$ cat config.mk
export PLATFORM = sky130hd
export DESIGN_NAME = grid_ray_caster_flat
export DESIGN_NICKNAME = d
export VERILOG_FILES = /design/src/rtl/grc_pkg.sv /design/src/rtl/grc_if.sv /design/src/rtl/grc_iter_unit.sv /design/src/rtl/grid_ray_caster.sv /design/src/flat_wrapper.sv
export SDC_FILE = /design/constraint.sdc
export NUM_CORES = 2
export LEC_CHECK = 0
export BUFFER_PORTS_ARGS = -buffer_cell sky130_fd_sc_hd__buf_2
export CAP_MARGIN = 20
export CORE_MARGIN = 2
export CORE_UTILIZATION = 40
export CTS_BUF_LIST = sky130_fd_sc_hd__clkbuf_16
export DETAILED_ROUTE_END_ITERATION = 16
export PLACE_DENSITY = 0.55
export SETUP_SLACK_MARGIN = 0.2
export SYNTH_ARGS = -nofsm -noshare
export SYNTH_HDL_FRONTEND = slang
export SYNTH_HIERARCHICAL = 1
export SYNTH_SLANG_ARGS = --single-unit
export TNS_END_PERCENT = 20
$ cat constraint.sdc
create_clock -name clk -period 12.7 [get_ports clk]
set_input_delay 0 -clock clk [delete_from_list [all_inputs] [get_ports clk]]
set_output_delay 0 -clock clk [all_outputs]
set_load 0.02 [all_outputs]
$ cat src/rtl/grc_pkg.sv
// Shared types, constants and tables for the grid ray caster.
`timescale 1ns / 1ps
package grc_pkg;

  localparam int CORDIC_ITERS = 14;
  localparam int CORDIC_W     = 18;
  localparam int CORDIC_X0    = 9949;
  localparam int A_W          = 21;
  localparam int B_W          = 38;
  localparam int COORD_W      = 17;
  localparam int MUL_W        = 19;
  localparam int PROD_W       = 2 * MUL_W;
  localparam int UNIT_W       = 36;
  localparam int UNIT_CNT_W   = 6;

  typedef enum logic {
    OP_DIV,
    OP_SQRT
  } unit_op_t;

  typedef struct packed {
    logic     start;
    unit_op_t op;
  } unit_req_t;

  typedef struct packed {
    logic busy;
    logic done;
  } unit_rsp_t;

  // Arctangent of 2^-i in binary angle units.
  function automatic logic [CORDIC_W-1:0] atan_units(input logic [3:0] i);
    logic [CORDIC_W-1:0] v;
    case (i)
      4'd0:    v = CORDIC_W'(8192);
      4'd1:    v = CORDIC_W'(4836);
      4'd2:    v = CORDIC_W'(2555);
      4'd3:    v = CORDIC_W'(1297);
      4'd4:    v = CORDIC_W'(651);
      4'd5:    v = CORDIC_W'(326);
      4'd6:    v = CORDIC_W'(163);
      4'd7:    v = CORDIC_W'(81);
      4'd8:    v = CORDIC_W'(41);
      4'd9:    v = CORDIC_W'(20);
      4'd10:   v = CORDIC_W'(10);
      4'd11:   v = CORDIC_W'(5);
      4'd12:   v = CORDIC_W'(3);
      4'd13:   v = CORDIC_W'(1);
      default: v = '0;
    endcase
    return v;
  endfunction

endpackage

$ cat src/rtl/grc_if.sv
// Valid/ready channel interfaces for viewer items and ray results.
`timescale 1ns / 1ps
interface grc_in_if;
  logic        valid;
  logic        ready;
  logic [14:0] viewer_x;
  logic [14:0] viewer_y;
  logic [15:0] heading;
  modport source (output valid, viewer_x, viewer_y, heading, input ready);
  modport sink   (input valid, viewer_x, viewer_y, heading, output ready);
endinterface

interface grc_out_if;
  logic        valid;
  logic        ready;
  logic [5:0]  ray_number;
  logic [14:0] hit_x;
  logic [14:0] hit_y;
  logic [15:0] range;
  logic        from_vertical;
  logic        found_wall;
  logic        last_ray;
  modport source (output valid, ray_number, hit_x, hit_y, range, from_vertical, found_wall,
                  last_ray, input ready);
  modport sink   (input valid, ray_number, hit_x, hit_y, range, from_vertical, found_wall,
                  last_ray, output ready);
endinterface

$ cat src/rtl/grc_iter_unit.sv
// Shared iterative unit: restoring divide and integer square root, one bit per cycle.
`timescale 1ns / 1ps
module grc_iter_unit import grc_pkg::*; (
  input  logic              clk,
  input  logic              rst_n,
  input  unit_req_t         req,
  input  logic [UNIT_W-1:0] operand_a,
  input  logic [UNIT_W-1:0] operand_b,
  output unit_rsp_t         rsp,
  output logic [UNIT_W-1:0] result
);

  localparam int DIV_ITERS  = UNIT_W;
  localparam int SQRT_ITERS = UNIT_W / 2;

  logic                  busy_r;
  logic                  done_r;
  unit_op_t              op_r;
  logic [UNIT_CNT_W-1:0] cnt_r;
  logic [UNIT_W-1:0]     acc_r;
  logic [UNIT_W-1:0]     wrk_r;
  logic [UNIT_W-1:0]     bit_r;
  logic [UNIT_W-1:0]     div_r;

  logic [UNIT_W-1:0] trial_a;
  logic [UNIT_W-1:0] trial_b;
  logic [UNIT_W-1:0] diff;
  logic              ge;
  logic              last;

  // One compare-and-subtract serves both operations.
  always_comb begin
    if (op_r == OP_DIV) begin
      trial_a = {acc_r[UNIT_W-2:0], wrk_r[UNIT_W-1]};
      trial_b = div_r;
      last    = (cnt_r == UNIT_CNT_W'(DIV_ITERS - 1));
    end else begin
      trial_a = acc_r;
      trial_b = wrk_r + bit_r;
      last    = (cnt_r == UNIT_CNT_W'(SQRT_ITERS - 1));
    end
    ge   = (trial_a >= trial_b);
    diff = trial_a - trial_b;
  end

  always_ff @(posedge clk) begin
    if (!rst_n) begin
      busy_r <= 1'b0;
      done_r <= 1'b0;
    end else begin
      done_r <= 1'b0;
      if (req.start) begin
        busy_r <= 1'b1;
        op_r   <= req.op;
        cnt_r  <= '0;
        if (req.op == OP_DIV) begin
          acc_r <= '0;
          wrk_r <= operand_a;
          div_r <= operand_b;
        end else begin
          acc_r <= operand_a;
          wrk_r <= '0;
          bit_r <= UNIT_W'(1) << (UNIT_W - 2);
        end
      end else if (busy_r) begin
        acc_r <= ge ? diff : trial_a;
        if (op_r == OP_DIV) begin
          wrk_r <= {wrk_r[UNIT_W-2:0], ge};
        end else begin
          wrk_r <= ge ? ((wrk_r >> 1) + bit_r) : (wrk_r >> 1);
          bit_r <= bit_r >> 2;
        end
        cnt_r <= cnt_r + UNIT_CNT_W'(1);
        if (last) begin
          busy_r <= 1'b0;
          done_r <= 1'b1;
        end
      end
    end
  end

  assign rsp.busy = busy_r;
  assign rsp.done = done_r;
  assign result   = wrk_r;

endmodule

$ cat src/rtl/grid_ray_caster.sv
// Top level of the grid ray caster: ray sequencer, CORDIC, grid walk and result register.
//
// Usage: a viewer item (viewer_x, viewer_y in Q7.8 pixels, heading as a binary angle)
// is transferred on in_ch when valid and ready are both high. The block then casts
// RAY_COUNT rays, sweeping from heading - (RAY_COUNT/2)*ray_step upward, and delivers
// one result per ray on out_ch in ray order; last_ray marks the final one.
// in_ch.ready is high only while no sweep is running, so items are taken one at a time.
// Per ray: the CORDIC rotation, then for each of the two gridline passes a setup step
// and up to MAX_STEPS crossings; a crossing inside the map needs one multiply and a
// 36-step division in the shared divide/square-root unit, one outside needs neither.
// The distance takes squaring, a select step and the square root, and then the result
// register is written. Results sit in an output register: if the receiver stalls, the
// sweep waits before the next ray is written there, and nothing is lost. Configuration
// (wall_mask at index 0, ray_step at index 1) is written through cfg_we/cfg_index/
// cfg_data; the user must write it only while idle, which the block does not enforce.
// A synchronous active-low reset returns to idle, drops out_ch.valid and restores the
// default wall map and ray step.
`timescale 1ns / 1ps
module grid_ray_caster import grc_pkg::*; #(
  parameter int RAY_COUNT  = 60,
  parameter int MAX_STEPS  = 8,
  parameter int GRID_DIM   = 8,
  parameter int CELL_SHIFT = 4
) (
  input  logic              clk,
  input  logic              rst_n,
  input  logic              cfg_we,
  input  logic              cfg_index,
  input  logic [63:0]       cfg_data,
  grc_in_if.sink            in_ch,
  grc_out_if.source         out_ch
);

  localparam int POS_SHIFT = 8 + CELL_SHIFT;
  localparam int RAY_W     = (RAY_COUNT > 1) ? $clog2(RAY_COUNT) : 1;
  localparam int STEP_W    = $clog2(MAX_STEPS + 1);
  localparam int GRID_W    = $clog2(GRID_DIM);
  localparam int HALF_SPAN = RAY_COUNT / 2;

  localparam logic        CFG_WALL_MASK  = 1'b0;
  localparam logic [63:0] WALL_RESET     = 64'd18411262290262590975;
  localparam logic [12:0] RAY_STEP_RESET = 13'd182;

  localparam logic [15:0] ANG_ZERO    = 16'd0;
  localparam logic [15:0] ANG_QUARTER = 16'd16384;
  localparam logic [15:0] ANG_HALF    = 16'd32768;
  localparam logic [15:0] ANG_3Q      = 16'd49152;

  localparam logic signed [A_W-1:0] CELL_A  = A_W'(1 << POS_SHIFT);
  localparam logic signed [A_W-1:0] LIMIT_A = A_W'(GRID_DIM << POS_SHIFT);
  localparam logic signed [B_W-1:0] LIMIT_B = B_W'(GRID_DIM << POS_SHIFT);

  typedef enum logic [3:0] {
    S_IDLE, S_CINIT, S_CORDIC, S_CFIN, S_WSTART, S_STEP, S_DIVGO, S_DIV,
    S_CHECK, S_SQ, S_SEL, S_SQRT, S_EMIT
  } state_t;

  state_t state_r;

  logic [63:0]      wall_mask_r;
  logic [12:0]      ray_step_r;
  logic [14:0]      px_r, py_r;
  logic [15:0]      ang_r;
  logic [RAY_W-1:0] ray_r;

  // CORDIC registers.
  logic signed [CORDIC_W-1:0] cx_r, cy_r, cz_r;
  logic                       flip_r;
  logic [3:0]                 it_r;
  logic signed [CORDIC_W-1:0] c_r, s_r;

  // Grid walk registers.
  logic                      pass_r;
  logic                      fwd_r;
  logic signed [A_W-1:0]     a_r;
  logic [STEP_W-1:0]         k_r;
  logic [CORDIC_W-1:0]       dmag_r;
  logic                      qneg_r;
  logic signed [PROD_W-1:0]  prod_r;
  logic                      hh_r, vh_r;
  logic [COORD_W-1:0]        hx_r, hy_r, vx_r, vy_r;
  logic [UNIT_W-1:0]         dh_r, dv_r;
  logic [2:0]                sq_cnt_r;
  logic [COORD_W-1:0]        ox_r, oy_r;
  logic                      vert_r, found_r;
  logic [15:0]               rng_r;

  // Result register.
  logic        out_valid_r;
  logic [5:0]  o_ray_r;
  logic [14:0] o_hx_r, o_hy_r;
  logic [15:0] o_rng_r;
  logic        o_vert_r, o_found_r, o_last_r;

  // Shared unit connections.
  unit_req_t         unit_req;
  unit_rsp_t         unit_rsp;
  logic [UNIT_W-1:0] unit_a;
  logic [UNIT_W-1:0] unit_b;
  logic [UNIT_W-1:0] unit_res;

  grc_iter_unit u_unit (
    .clk       (clk),
    .rst_n     (rst_n),
    .req       (unit_req),
    .operand_a (unit_a),
    .operand_b (unit_b),
    .rsp       (unit_rsp),
    .result    (unit_res)
  );

  // Sweep start angle.
  logic [15:0] span_off;
  assign span_off = 16'(HALF_SPAN) * {3'b0, ray_step_r};

  // A finished ray moves into the result register when that register is free.
  logic emit_go;
  assign emit_go = (state_r == S_EMIT) && (!out_valid_r || out_ch.ready);

  // CORDIC step: one micro-rotation per cycle.
  logic signed [CORDIC_W-1:0] xs, ys, atan_s, z0, ang_s;
  logic                       flip0;
  always_comb begin
    xs     = cx_r >>> it_r;
    ys     = cy_r >>> it_r;
    atan_s = $signed(atan_units(it_r));
    ang_s  = $signed({2'b0, ang_r});
    flip0  = (ang_r >= ANG_QUARTER) && (ang_r < ANG_3Q);
    if (flip0) begin
      z0 = ang_s - CORDIC_W'(32768);
    end else if (ang_r[15]) begin
      z0 = ang_s - CORDIC_W'(65536);
    end else begin
      z0 = ang_s;
    end
  end

  // Pass selection: the horizontal pass walks y crossings, the vertical pass x crossings.
  logic [14:0]                pa, pb, pa_cell;
  logic signed [CORDIC_W-1:0] num, den;
  logic [CORDIC_W-1:0]        den_abs;
  logic                       pass_en, fwd0;
  logic signed [A_W-1:0]      a_init, a_step, diff_full;
  logic                       a_out;
  always_comb begin
    pa      = pass_r ? px_r : py_r;
    pb      = pass_r ? py_r : px_r;
    num     = pass_r ? s_r : c_r;
    den     = pass_r ? c_r : s_r;
    pass_en = pass_r ? ((ang_r != ANG_QUARTER) && (ang_r != ANG_3Q))
                     : ((ang_r != ANG_ZERO) && (ang_r != ANG_HALF));
    fwd0    = pass_r ? !((ang_r > ANG_QUARTER) && (ang_r < ANG_3Q)) : (ang_r < ANG_HALF);
    pa_cell = pa >> POS_SHIFT;
    a_init  = fwd0 ? $signed((A_W'(pa_cell) + A_W'(1)) << POS_SHIFT)
                   : $signed((A_W'(pa_cell) << POS_SHIFT) - A_W'(1));
    den_abs = den[CORDIC_W-1] ? CORDIC_W'(-den) : CORDIC_W'(den);
    a_step  = fwd_r ? (a_r + CELL_A) : (a_r - CELL_A);
    a_out   = (a_r < 0) || (a_r >= LIMIT_A);
    diff_full = a_r - $signed({{(A_W-15){1'b0}}, pa});
  end

  // Shared multiplier operands: the slope product while walking, squares for the distance.
  logic signed [MUL_W-1:0] mul_a, mul_b, sq_op;
  always_comb begin
    case (sq_cnt_r)
      3'd0:    sq_op = $signed({{(MUL_W-COORD_W){1'b0}}, hx_r}) -
                       $signed({{(MUL_W-15){1'b0}}, px_r});
      3'd1:    sq_op = $signed({{(MUL_W-COORD_W){1'b0}}, hy_r}) -
                       $signed({{(MUL_W-15){1'b0}}, py_r});
      3'd2:    sq_op = $signed({{(MUL_W-COORD_W){1'b0}}, vx_r}) -
                       $signed({{(MUL_W-15){1'b0}}, px_r});
      3'd3:    sq_op = $signed({{(MUL_W-COORD_W){1'b0}}, vy_r}) -
                       $signed({{(MUL_W-15){1'b0}}, py_r});
      default: sq_op = '0;
    endcase
    if (state_r == S_SQ) begin
      mul_a = sq_op;
      mul_b = sq_op;
    end else begin
      mul_a = diff_full[MUL_W-1:0];
      mul_b = MUL_W'(num);
    end
  end

  // Crossing check: the other coordinate, then the wall bit of the cell.
  logic [PROD_W-1:0]     prod_abs;
  logic signed [B_W-1:0] q_s, b_val, xw, yw;
  logic                  b_in, is_wall;
  logic [GRID_W-1:0]     col, row;
  logic [5:0]            idx;
  logic                  take_h;
  always_comb begin
    prod_abs = prod_r[PROD_W-1] ? PROD_W'(-prod_r) : PROD_W'(prod_r);
    q_s      = $signed(B_W'(unit_res));
    b_val    = $signed(B_W'(pb)) + (qneg_r ? -q_s : q_s);
    b_in     = (b_val >= 0) && (b_val < LIMIT_B);
    xw       = pass_r ? B_W'(a_r) : b_val;
    yw       = pass_r ? b_val : B_W'(a_r);
    col      = xw[POS_SHIFT +: GRID_W];
    row      = yw[POS_SHIFT +: GRID_W];
    idx      = 6'(row) * 6'(GRID_DIM) + 6'(col);
    // The corner cell at index zero never counts as a wall.
    is_wall  = b_in && (idx != 6'd0) && wall_mask_r[idx];
    take_h   = hh_r && (!vh_r || (dh_r < dv_r));
  end

  always_comb begin
    unit_req.start = (state_r == S_DIVGO) || ((state_r == S_SEL) && (hh_r || vh_r));
    unit_req.op    = (state_r == S_SEL) ? OP_SQRT : OP_DIV;
    unit_a         = (state_r == S_SEL) ? (take_h ? dh_r : dv_r) : prod_abs[UNIT_W-1:0];
    unit_b         = UNIT_W'(dmag_r);
  end

  always_ff @(posedge clk) begin
    if (!rst_n) begin
      state_r     <= S_IDLE;
      out_valid_r <= 1'b0;
      wall_mask_r <= WALL_RESET;
      ray_step_r  <= RAY_STEP_RESET;
    end else begin
      prod_r <= mul_a * mul_b;
      if (cfg_we) begin
        if (cfg_index == CFG_WALL_MASK) begin
          wall_mask_r <= cfg_data;
        end else begin
          ray_step_r <= cfg_data[12:0];
        end
      end
      if (out_ch.ready && !emit_go) begin
        out_valid_r <= 1'b0;
      end
      case (state_r)
        S_IDLE: begin
          if (in_ch.valid) begin
            px_r    <= in_ch.viewer_x;
            py_r    <= in_ch.viewer_y;
            ang_r   <= in_ch.heading - span_off;
            ray_r   <= '0;
            state_r <= S_CINIT;
          end
        end
        S_CINIT: begin
          cx_r    <= CORDIC_W'(CORDIC_X0);
          cy_r    <= '0;
          cz_r    <= z0;
          flip_r  <= flip0;
          it_r    <= '0;
          hh_r    <= 1'b0;
          vh_r    <= 1'b0;
          pass_r  <= 1'b0;
          state_r <= S_CORDIC;
        end
        S_CORDIC: begin
          if (!cz_r[CORDIC_W-1]) begin
            cx_r <= cx_r - ys;
            cy_r <= cy_r + xs;
            cz_r <= cz_r - atan_s;
          end else begin
            cx_r <= cx_r + ys;
            cy_r <= cy_r - xs;
            cz_r <= cz_r + atan_s;
          end
          it_r <= it_r + 4'd1;
          if (it_r == 4'(CORDIC_ITERS - 1)) begin
            state_r <= S_CFIN;
          end
        end
        S_CFIN: begin
          c_r     <= flip_r ? -cx_r : cx_r;
          s_r     <= flip_r ? -cy_r : cy_r;
          state_r <= S_WSTART;
        end
        S_WSTART: begin
          if (pass_en) begin
            fwd_r   <= fwd0;
            a_r     <= a_init;
            k_r     <= '0;
            dmag_r  <= (den_abs == '0) ? CORDIC_W'(1) : den_abs;
            state_r <= S_STEP;
          end else if (!pass_r) begin
            pass_r  <= 1'b1;
            state_r <= S_WSTART;
          end else begin
            sq_cnt_r <= '0;
            state_r  <= S_SQ;
          end
        end
        S_STEP: begin
          if (k_r == STEP_W'(MAX_STEPS)) begin
            if (!pass_r) begin
              pass_r  <= 1'b1;
              state_r <= S_WSTART;
            end else begin
              sq_cnt_r <= '0;
              state_r  <= S_SQ;
            end
          end else if (a_out) begin
            // A crossing outside the map is a miss without any arithmetic.
            a_r <= a_step;
            k_r <= k_r + STEP_W'(1);
          end else begin
            state_r <= S_DIVGO;
          end
        end
        S_DIVGO: begin
          qneg_r  <= prod_r[PROD_W-1] ^ !fwd_r;
          state_r <= S_DIV;
        end
        S_DIV: begin
          if (unit_rsp.done) begin
            state_r <= S_CHECK;
          end
        end
        S_CHECK: begin
          if (is_wall) begin
            if (!pass_r) begin
              hh_r    <= 1'b1;
              hx_r    <= COORD_W'(b_val);
              hy_r    <= COORD_W'(a_r);
              pass_r  <= 1'b1;
              state_r <= S_WSTART;
            end else begin
              vh_r     <= 1'b1;
              vx_r     <= COORD_W'(a_r);
              vy_r     <= COORD_W'(b_val);
              sq_cnt_r <= '0;
              state_r  <= S_SQ;
            end
          end else begin
            a_r     <= a_step;
            k_r     <= k_r + STEP_W'(1);
            state_r <= S_STEP;
          end
        end
        S_SQ: begin
          // The product of the previous cycle's operand lands here.
          case (sq_cnt_r)
            3'd1:    dh_r <= UNIT_W'(prod_r);
            3'd2:    dh_r <= dh_r + UNIT_W'(prod_r);
            3'd3:    dv_r <= UNIT_W'(prod_r);
            3'd4:    dv_r <= dv_r + UNIT_W'(prod_r);
            default: ;
          endcase
          sq_cnt_r <= sq_cnt_r + 3'd1;
          if (sq_cnt_r == 3'd4) begin
            state_r <= S_SEL;
          end
        end
        S_SEL: begin
          if (take_h) begin
            ox_r    <= hx_r;
            oy_r    <= hy_r;
            vert_r  <= 1'b0;
            found_r <= 1'b1;
            state_r <= S_SQRT;
          end else if (vh_r) begin
            ox_r    <= vx_r;
            oy_r    <= vy_r;
            vert_r  <= 1'b1;
            found_r <= 1'b1;
            state_r <= S_SQRT;
          end else begin
            ox_r    <= COORD_W'(px_r);
            oy_r    <= COORD_W'(py_r);
            vert_r  <= 1'b0;
            found_r <= 1'b0;
            rng_r   <= 16'hFFFF;
            state_r <= S_EMIT;
          end
        end
        S_SQRT: begin
          if (unit_rsp.done) begin
            rng_r   <= (unit_res > UNIT_W'(16'hFFFF)) ? 16'hFFFF : unit_res[15:0];
            state_r <= S_EMIT;
          end
        end
        S_EMIT: begin
          if (emit_go) begin
            out_valid_r <= 1'b1;
            o_ray_r     <= 6'(ray_r);
            o_hx_r      <= ox_r[14:0];
            o_hy_r      <= oy_r[14:0];
            o_rng_r     <= rng_r;
            o_vert_r    <= vert_r;
            o_found_r   <= found_r;
            o_last_r    <= (ray_r == RAY_W'(RAY_COUNT - 1));
            if (ray_r == RAY_W'(RAY_COUNT - 1)) begin
              state_r <= S_IDLE;
            end else begin
              ray_r   <= ray_r + RAY_W'(1);
              ang_r   <= ang_r + {3'b0, ray_step_r};
              state_r <= S_CINIT;
            end
          end
        end
        default: state_r <= S_IDLE;
      endcase
    end
  end

  assign in_ch.ready          = (state_r == S_IDLE);
  assign out_ch.valid         = out_valid_r;
  assign out_ch.ray_number    = o_ray_r;
  assign out_ch.hit_x         = o_hx_r;
  assign out_ch.hit_y         = o_hy_r;
  assign out_ch.range         = o_rng_r;
  assign out_ch.from_vertical = o_vert_r;
  assign out_ch.found_wall    = o_found_r;
  assign out_ch.last_ray      = o_last_r;

`ifndef SYNTHESIS
  a_unit_busy: assert property (@(posedge clk) disable iff (!rst_n)
    unit_rsp.busy |-> (state_r == S_DIV || state_r == S_SQRT))
    else $error("shared unit busy outside a wait state");
  a_step_bound: assert property (@(posedge clk) disable iff (!rst_n)
    (state_r == S_STEP || state_r == S_CHECK) |-> (k_r <= STEP_W'(MAX_STEPS)))
    else $error("walk step count past limit");
  a_last_flag: assert property (@(posedge clk) disable iff (!rst_n)
    out_ch.valid |-> (out_ch.last_ray == (out_ch.ray_number == 6'(RAY_COUNT - 1))))
    else $error("last_ray does not match ray number");
  a_start: assert property (@(posedge clk) disable iff (!rst_n)
    (in_ch.valid && in_ch.ready) |=> (state_r == S_CINIT && ray_r == '0))
    else $error("accepted item did not start a sweep");
`endif

endmodule

$ cat src/flat_wrapper.sv
// flat-port wrapper written by rule: the top's interface ports become plain ports
module grid_ray_caster_flat import grc_pkg::*;
#(
  parameter int RAY_COUNT  = 60,
  parameter int MAX_STEPS  = 8,
  parameter int GRID_DIM   = 8,
  parameter int CELL_SHIFT = 4
)
  (clk, rst_n, cfg_we, cfg_index, cfg_data, in_ch_valid, in_ch_viewer_x, in_ch_viewer_y, in_ch_heading, in_ch_ready, out_ch_valid, out_ch_ray_number, out_ch_hit_x, out_ch_hit_y, out_ch_range, out_ch_from_vertical, out_ch_found_wall, out_ch_last_ray, out_ch_ready);
  grc_in_if in_ch_i ();
  grc_out_if out_ch_i ();
  input  logic clk;
  input  logic rst_n;
  input  logic cfg_we;
  input  logic cfg_index;
  input  logic [63:0] cfg_data;
  input wire logic [$bits(in_ch_i.valid)-1:0] in_ch_valid;
  input wire logic [$bits(in_ch_i.viewer_x)-1:0] in_ch_viewer_x;
  input wire logic [$bits(in_ch_i.viewer_y)-1:0] in_ch_viewer_y;
  input wire logic [$bits(in_ch_i.heading)-1:0] in_ch_heading;
  output wire logic [$bits(in_ch_i.ready)-1:0] in_ch_ready;
  output wire logic [$bits(out_ch_i.valid)-1:0] out_ch_valid;
  output wire logic [$bits(out_ch_i.ray_number)-1:0] out_ch_ray_number;
  output wire logic [$bits(out_ch_i.hit_x)-1:0] out_ch_hit_x;
  output wire logic [$bits(out_ch_i.hit_y)-1:0] out_ch_hit_y;
  output wire logic [$bits(out_ch_i.range)-1:0] out_ch_range;
  output wire logic [$bits(out_ch_i.from_vertical)-1:0] out_ch_from_vertical;
  output wire logic [$bits(out_ch_i.found_wall)-1:0] out_ch_found_wall;
  output wire logic [$bits(out_ch_i.last_ray)-1:0] out_ch_last_ray;
  input wire logic [$bits(out_ch_i.ready)-1:0] out_ch_ready;
  assign in_ch_i.valid = in_ch_valid;
  assign in_ch_i.viewer_x = in_ch_viewer_x;
  assign in_ch_i.viewer_y = in_ch_viewer_y;
  assign in_ch_i.heading = in_ch_heading;
  assign in_ch_ready = in_ch_i.ready;
  assign out_ch_valid = out_ch_i.valid;
  assign out_ch_ray_number = out_ch_i.ray_number;
  assign out_ch_hit_x = out_ch_i.hit_x;
  assign out_ch_hit_y = out_ch_i.hit_y;
  assign out_ch_range = out_ch_i.range;
  assign out_ch_from_vertical = out_ch_i.from_vertical;
  assign out_ch_found_wall = out_ch_i.found_wall;
  assign out_ch_last_ray = out_ch_i.last_ray;
  assign out_ch_i.ready = out_ch_ready;
  grid_ray_caster #(.RAY_COUNT(RAY_COUNT), .MAX_STEPS(MAX_STEPS), .GRID_DIM(GRID_DIM), .CELL_SHIFT(CELL_SHIFT)) u_core (.clk(clk), .rst_n(rst_n), .cfg_we(cfg_we), .cfg_index(cfg_index), .cfg_data(cfg_data), .in_ch(in_ch_i), .out_ch(out_ch_i));
endmodule
# --- After elaboration in Yosys (flattened, before gate mapping) ---
# Memories as Yosys holds them, arrays and structs flattened. A register that Yosys moved wholly into a read port is not among the register bits.
# Cells that the tools add are included.
# Widths: inputs -> output; s select.
classes:
  multipliers: 2
  n_bitwise: 6
  addsub: 36
  shifts: 2
  reduce_logical: 64
  n_lt_le_gt_ge: 12
  n_mux: 117
  n_eq_ne: 44
op_table:
  columns: ["op", "n"]
  rows:
  - ["$mux 36", 18]
  - ["$mux 18", 10]
  - ["$pmux 36 s2", 2]
  - ["$mux 21", 6]
  - ["$mux 15", 8]
  - ["$mux 16", 7]
  - ["$add 36x36->36", 3]
  - ["$pmux 18 s2", 3]
  - ["$pmux 19 s4", 1]
  - ["$sub 17x15->18", 4]
  - ["$mux 4", 17]
  - ["$pmux 16 s2", 2]
  - ["$pmux 21 s3", 1]
  - ["$add 18x18->18", 3]
  - ["$neg 18->18", 3]
  - ["$sub 18x18->18", 3]
  - ["$pmux 4 s13", 1]
  - ["$add 16x38->38", 1]
  - ["$ge 38x1->1 const B", 1]
  - ["$lt 38x17->1 const B", 1]
  - ["$mul 19x19->38", 1]
  - ["$mux 19", 2]
  - ["$mux 38", 1]
  - ["$neg 36->38", 1]
  - ["71 further kinds", 183]
word_totals:
  romBits: 224
  n_memories: 1
  out_inout_bits: 57
  register_bits: 696
  wordCells: 335
memory_table:
  columns: ["name", "words", "width", "read_ports", "rd_clocked_by_memory_dff", "wr", "line_no", "text"]
  rows:
  - ["(name not given)", 16, 14, 1, 1, 0, "grc_pkg.sv:34", "case (i)"]

# --- Logic depth before layout (Yosys ltp) ---
depth:
  ltp_word: 10
  depth_mapped: 48
  depth_no_buf: 45

# --- Cells and area by module ---
# Netlist, hierarchy kept.
modules_own_cells:
  columns: ["module", "n_inst", "area_each_um2", "cells_each"]
  rows:
  - ["grid_ray_caster", 1, 55373.1, 6095]
  - ["grc_iter_unit", 1, 11185.7, 1203]

# --- Worst setup path before layout ---
# OpenSTA, ideal clock, no wires.
synth_path:
  path_type: "reg-to-reg"
  from: "register u_core.pass_r"
  to: "register u_core.prod_r[37] (data pin)"
  path_slack_ps: 724
  synth_period_minus_slack_ps: 11976
  setup_ps: 260
  path_buffers: 10
  arrival_time_ps: 11716
  path_stages_with_launch: 47
  required_time_ps: 12440
  path_cell_list: "edfxtp_1 clkbuf_1 clkbuf_1 clkbuf_1 clkbuf_1 clkbuf_1 buf_1 buf_2 buf_1 clkbuf_1 mux2i_1 ha_1 nor2b_1 o21ai_0 a21oi_1 o21ai_0 a21oi_1 o21ai_0 [... 11 more ...] fa_1 inv_1 fa_1 inv_1 fa_1 ha_1 ha_1 o21ai_0 a21oi_1 o31a_1 o21ai_0 o211ai_1 o21ai_0 o21ai_0 a221oi_1 o2111ai_1 a21oi_1 xnor2_1"
synth_between:
  elab_chain_cells: 4
  elab_cells_between_ends: 6
  cone_classes: "add/sub: 1; mul: 1; mux: 4"
synth_lines:
  columns: ["item", "line_no", "text"]
  rows:
  - ["start, declared", "grid_ray_caster.sv:73", "logic pass_r;"]
  - ["start signal, assigned", "grid_ray_caster.sv:250", "pass_r <= 1'b0;"]
  - ["start signal, assigned", "grid_ray_caster.sv:281", "pass_r <= 1'b1;"]
  - ["start signal, assigned", "grid_ray_caster.sv:291", "pass_r <= 1'b1;"]
  - ["$mux 15", "grid_ray_caster.sv:146", "pa = pass_r ? px_r : py_r;"]
  - ["$sub 19x16->19", "grid_ray_caster.sv:159", "diff_full = a_r - $signed({{(A_W-15){1'b0}}, pa});"]
  - ["$mux 19", "grid_ray_caster.sv:176", "if (state_r == S_SQ) begin"]
  - ["$mul 19x19->38 *", "grid_ray_caster.sv:221", "prod_r <= mul_a * mul_b;"]
  - ["end signal, assigned", "grid_ray_caster.sv:221", null]
  - ["end, declared", "grid_ray_caster.sv:79", "logic signed [PROD_W-1:0] prod_r;"]
# Mark *: on every way between the ends. The rest lies on a longest branch, timed or not.
# A chain may end at the register's enable or synchronous reset.

# --- Final worst setup path ---
layout_path:
  from: "register u_core.sq_cnt_r[0]"
  to: "register u_core.prod_r[37] (data pin)"
layout_between:
  elab_chain_cells: 4
  elab_cells_between_ends: 8
  cone_classes: "mul: 1; eq/ne: 3; mux: 3; reduce/logical: 1"
layout_lines:
  columns: ["item", "line_no", "text"]
  rows:
  - ["start, declared", "grid_ray_caster.sv:83", "logic [2:0] sq_cnt_r;"]
  - ["start signal, assigned", "grid_ray_caster.sv:344", "sq_cnt_r <= sq_cnt_r + 3'd1;"]
  - ["$eq 3x2->1 (tied with other cells)", "grid_ray_caster.sv:165", "case (sq_cnt_r)"]
  - ["$pmux 19 s4 *", "grid_ray_caster.sv:165", null]
  - ["$mux 19", "grid_ray_caster.sv:176", null]
  - ["$mul 19x19->38 *", "grid_ray_caster.sv:221", null]
# Marks and branches as above.

==> summary.md <==
| Metric | Value |
|---|---|
| WP data required | `13,150 ps` |
| Slowest-stage cell, CP | `a221oi_1` |
| Worst rel slew slack | `23.7%` |
| Worst Path Max Fanout | `19` |
| Vias in the first global route | `53,800` |
| RR Endpoint | `u_core/prod_r[37]$_DFFE_PP_` |
| Via/cell ratio | `5.64` |
| Placed inst area | `69,900 sq um` |
| Placement Rows | `149` |
| Post-CTS Setup Inserts | `0` |
| First-pass GRT wire length | `328 mm` |
| Area added between synthesis and finish | `12.0%` |
| Yosys warnings | `6` |
| WL per Instance | `22.0 um` |
| Antenna violations before repair | `8` |
| Startpoint Class | `register` |
| CTS max path bufs | `3` |
| Post-DP HPWL | `164 mm` |
| Routed WL | `215 mm` |
| Setup Skew | `61.3 ps` |
| Clk Latency, worst-skew pair | `720 ps` |
| Most used cell, CP | `fa_1` |
| DR pass1 iterations | `6` |
| HP Class | `in2reg` |
| Hold path start | `in_ch_viewer_x[1]` |
| Core Region | `165,000 sq um` |
| DR iter-0 viols | `4,748` |
| Final setup viols | `0` |
| GRT Overall Usage | `25.0%` |
| Die width | `412 um` |
| Worst Setup End Kind | `register` |
| Detail Route Antenna Nets | `0` |
| Placer congestion estimate | `0.935` |
| Pin count of the biggest net entering global routing | `129` |
| Max Slew Vio Count | `0` |
| Synth Area per Inst | `9.12 sq um` |
| Clock transition at the registers of the reported paths | `60 ps` |
| Reg-to-reg slack, setup | `1010 ps` |
| Initial core utilization | `40.3%` |
| Io pins | `173` |
| CTS tree | `done` |
| Slew @ Worst Pin | `1140 ps` |
| CTS sink count | `676` |
| Fin crit period | `11,690 ps` |
| Synthesized instance count | `7,297` |
| Worst stage delay on the critical path | `870 ps` |
| Die area | `170,000 sq um` |
| Share of cells above drive strength 1 | `8.70%` |
| Final critical-path share of the clock period | `92.1%` |
| Design area | `74,500 sq um` |
| WHS Endpoint | `u_core/px_r[1]$_DFFE_PP_` |
| Fin. Hold Viols | `0` |
| Cell Area, Synth | `66,600 sq um` |
| Final nets | `8,507` |
| Worst hold stages | `2` |
| RSZ-0062 raised after global routing | `false` |
| H-Tree Depth | `3` |
| Status | `finished clean` |
| Type of the worst setup path | `reg2reg` |
| Reg2Reg Depth | `37` |
| Root buffer cell | `clkbuf_16` |
| # DRC | `0` |
| Post-route setup slack | `1010 ps` |
| Max-Cap Viols | `0` |
| DP Worst Slack | `641 ps` |
| CTS buffer count | `86` |
| Routed vias | `55,100` |
| Min Hold Slack | `46.0 ps` |
| Number of port buffers | `172` |
| Worst R2R Start | `u_core/sq_cnt_r[0]$_SDFFCE_PN0P_` |
| Fmax | `0.0855 GHz` |
| Critical path arrival | `12,140 ps` |
| Post-route setup TNS | `0 ps` |
| Die Y | `412 um` |
| GR Overflow Total | `0` |
cell type report:
class,instances,area [sq um]
inverters,615,2310
well taps,2189,2740
diodes,1,2.50
repair buffers,430,3200
multi-input cells,5695,43900
flip-flops and latches,676,19300
fillers,16200,90700
clock inverters,73,930
clock buffers,86,2150
layout by cell type, fill, tap and decap left out, types with 98 or more instances in the layout:
cell type / n
buf_4: 110
o21ai_0: 377
and3_1: 105
nor2_1: 534
nand2_1: 908
buf_2: 172
dfxtp_1: 98
dlygate4sd3_1: 146
xor2_1: 169
nand3_1: 147
inv_1: 620
edfxtp_1: 578
nor3_1: 108
xnor2_1: 328
a21oi_1: 409
mux2i_1: 192
ha_1: 481
fa_1: 405
a21o_1: 115
per-layer routing:
| layer | up-vias | track usage, % | wire [um] |
|---|---|---|---|
| li1 | 26000 | - | - |
| met1 | 27100 | 34.3 | 95100 |
| met3 | 343 | 2.82 | 11200 |
| met4 | 0 | 9.27 | 8520 |
| met5 | - | 0 | 0 |
| met2 | 1614 | 40.5 | 99900 |
flip-flops by register name, summed over array words and instances (netlist names), 17 cells and up:
| name | count |
|---|---|
| u_core/c_r | 18 |
| u_core/cx_r | 18 |
| u_core/cy_r | 18 |
| u_core/cz_r | 18 |
| u_core/dh_r | 36 |
| u_core/dmag_r | 18 |
| u_core/dv_r | 36 |
| u_core/hx_r | 17 |
| u_core/prod_r | 37 |
| u_core/s_r | 18 |
| u_core/u_unit/acc_r | 36 |
| u_core/u_unit/bit_r | 18 |
| u_core/u_unit/div_r | 36 |
| u_core/u_unit/result | 36 |
| u_core/vy_r | 17 |
| u_core/wall_mask_r | 64 |
worst max path at each step:
| stage | from | endpoint | slack (ps) | cells past startpoint |
|---|---|---|---|---|
| 3_5_place_dp | u_core/sq_cnt_r[0]$_SDFFCE_PN0P_ | u_core/prod_r[37]$_DFFE_PP_ | 640 | 42 |
| 5_1_grt | u_core/sq_cnt_r[0]$_SDFFCE_PN0P_ | u_core/prod_r[37]$_DFFE_PP_ | 300 | 42 |
| 2_1_floorplan | u_core/pass_r$_DFFE_PP_ | u_core/prod_r[37]$_DFFE_PP_ | 720 | 46 |
| 3_3_place_gp | u_core/sq_cnt_r[0]$_SDFFCE_PN0P_ | u_core/prod_r[37]$_DFFE_PP_ | 790 | 40 |
| 4_1_cts | u_core/sq_cnt_r[0]$_SDFFCE_PN0P_ | u_core/prod_r[37]$_DFFE_PP_ | 660 | 42 |
| 6_report | u_core/sq_cnt_r[0]$_SDFFCE_PN0P_ | u_core/prod_r[37]$_DFFE_PP_ | 1010 | 37 |
metrics by stage:
step	instances	util [%]
after global routing	9764	45.1
after CTS	9760	45.1
after floorplan	7314	-
after global placement	9455	42.3
after detailed placement	9456	42.3
final	9765	45.1
worst max-delay path, delay by kind of cell, from the launching register on:
kind	cells	cell delay, ps
fa+ha+maj	11	5150
compound gates	14	3620
simple gates	6	1230
buf+inv	5	730
flops	1	680
xor+xnor	1	80
what timing repair did:
action                                 4_1_cts  5_1_grt
resized for setup                            0        9
setup endpoints to repair                    0        3
hold buffers                               145        1
endpoints found under the hold margin      132        4
Power is not shown: default switching activity piles up to over one toggle a cycle in this logic, so the estimate is an artifact.
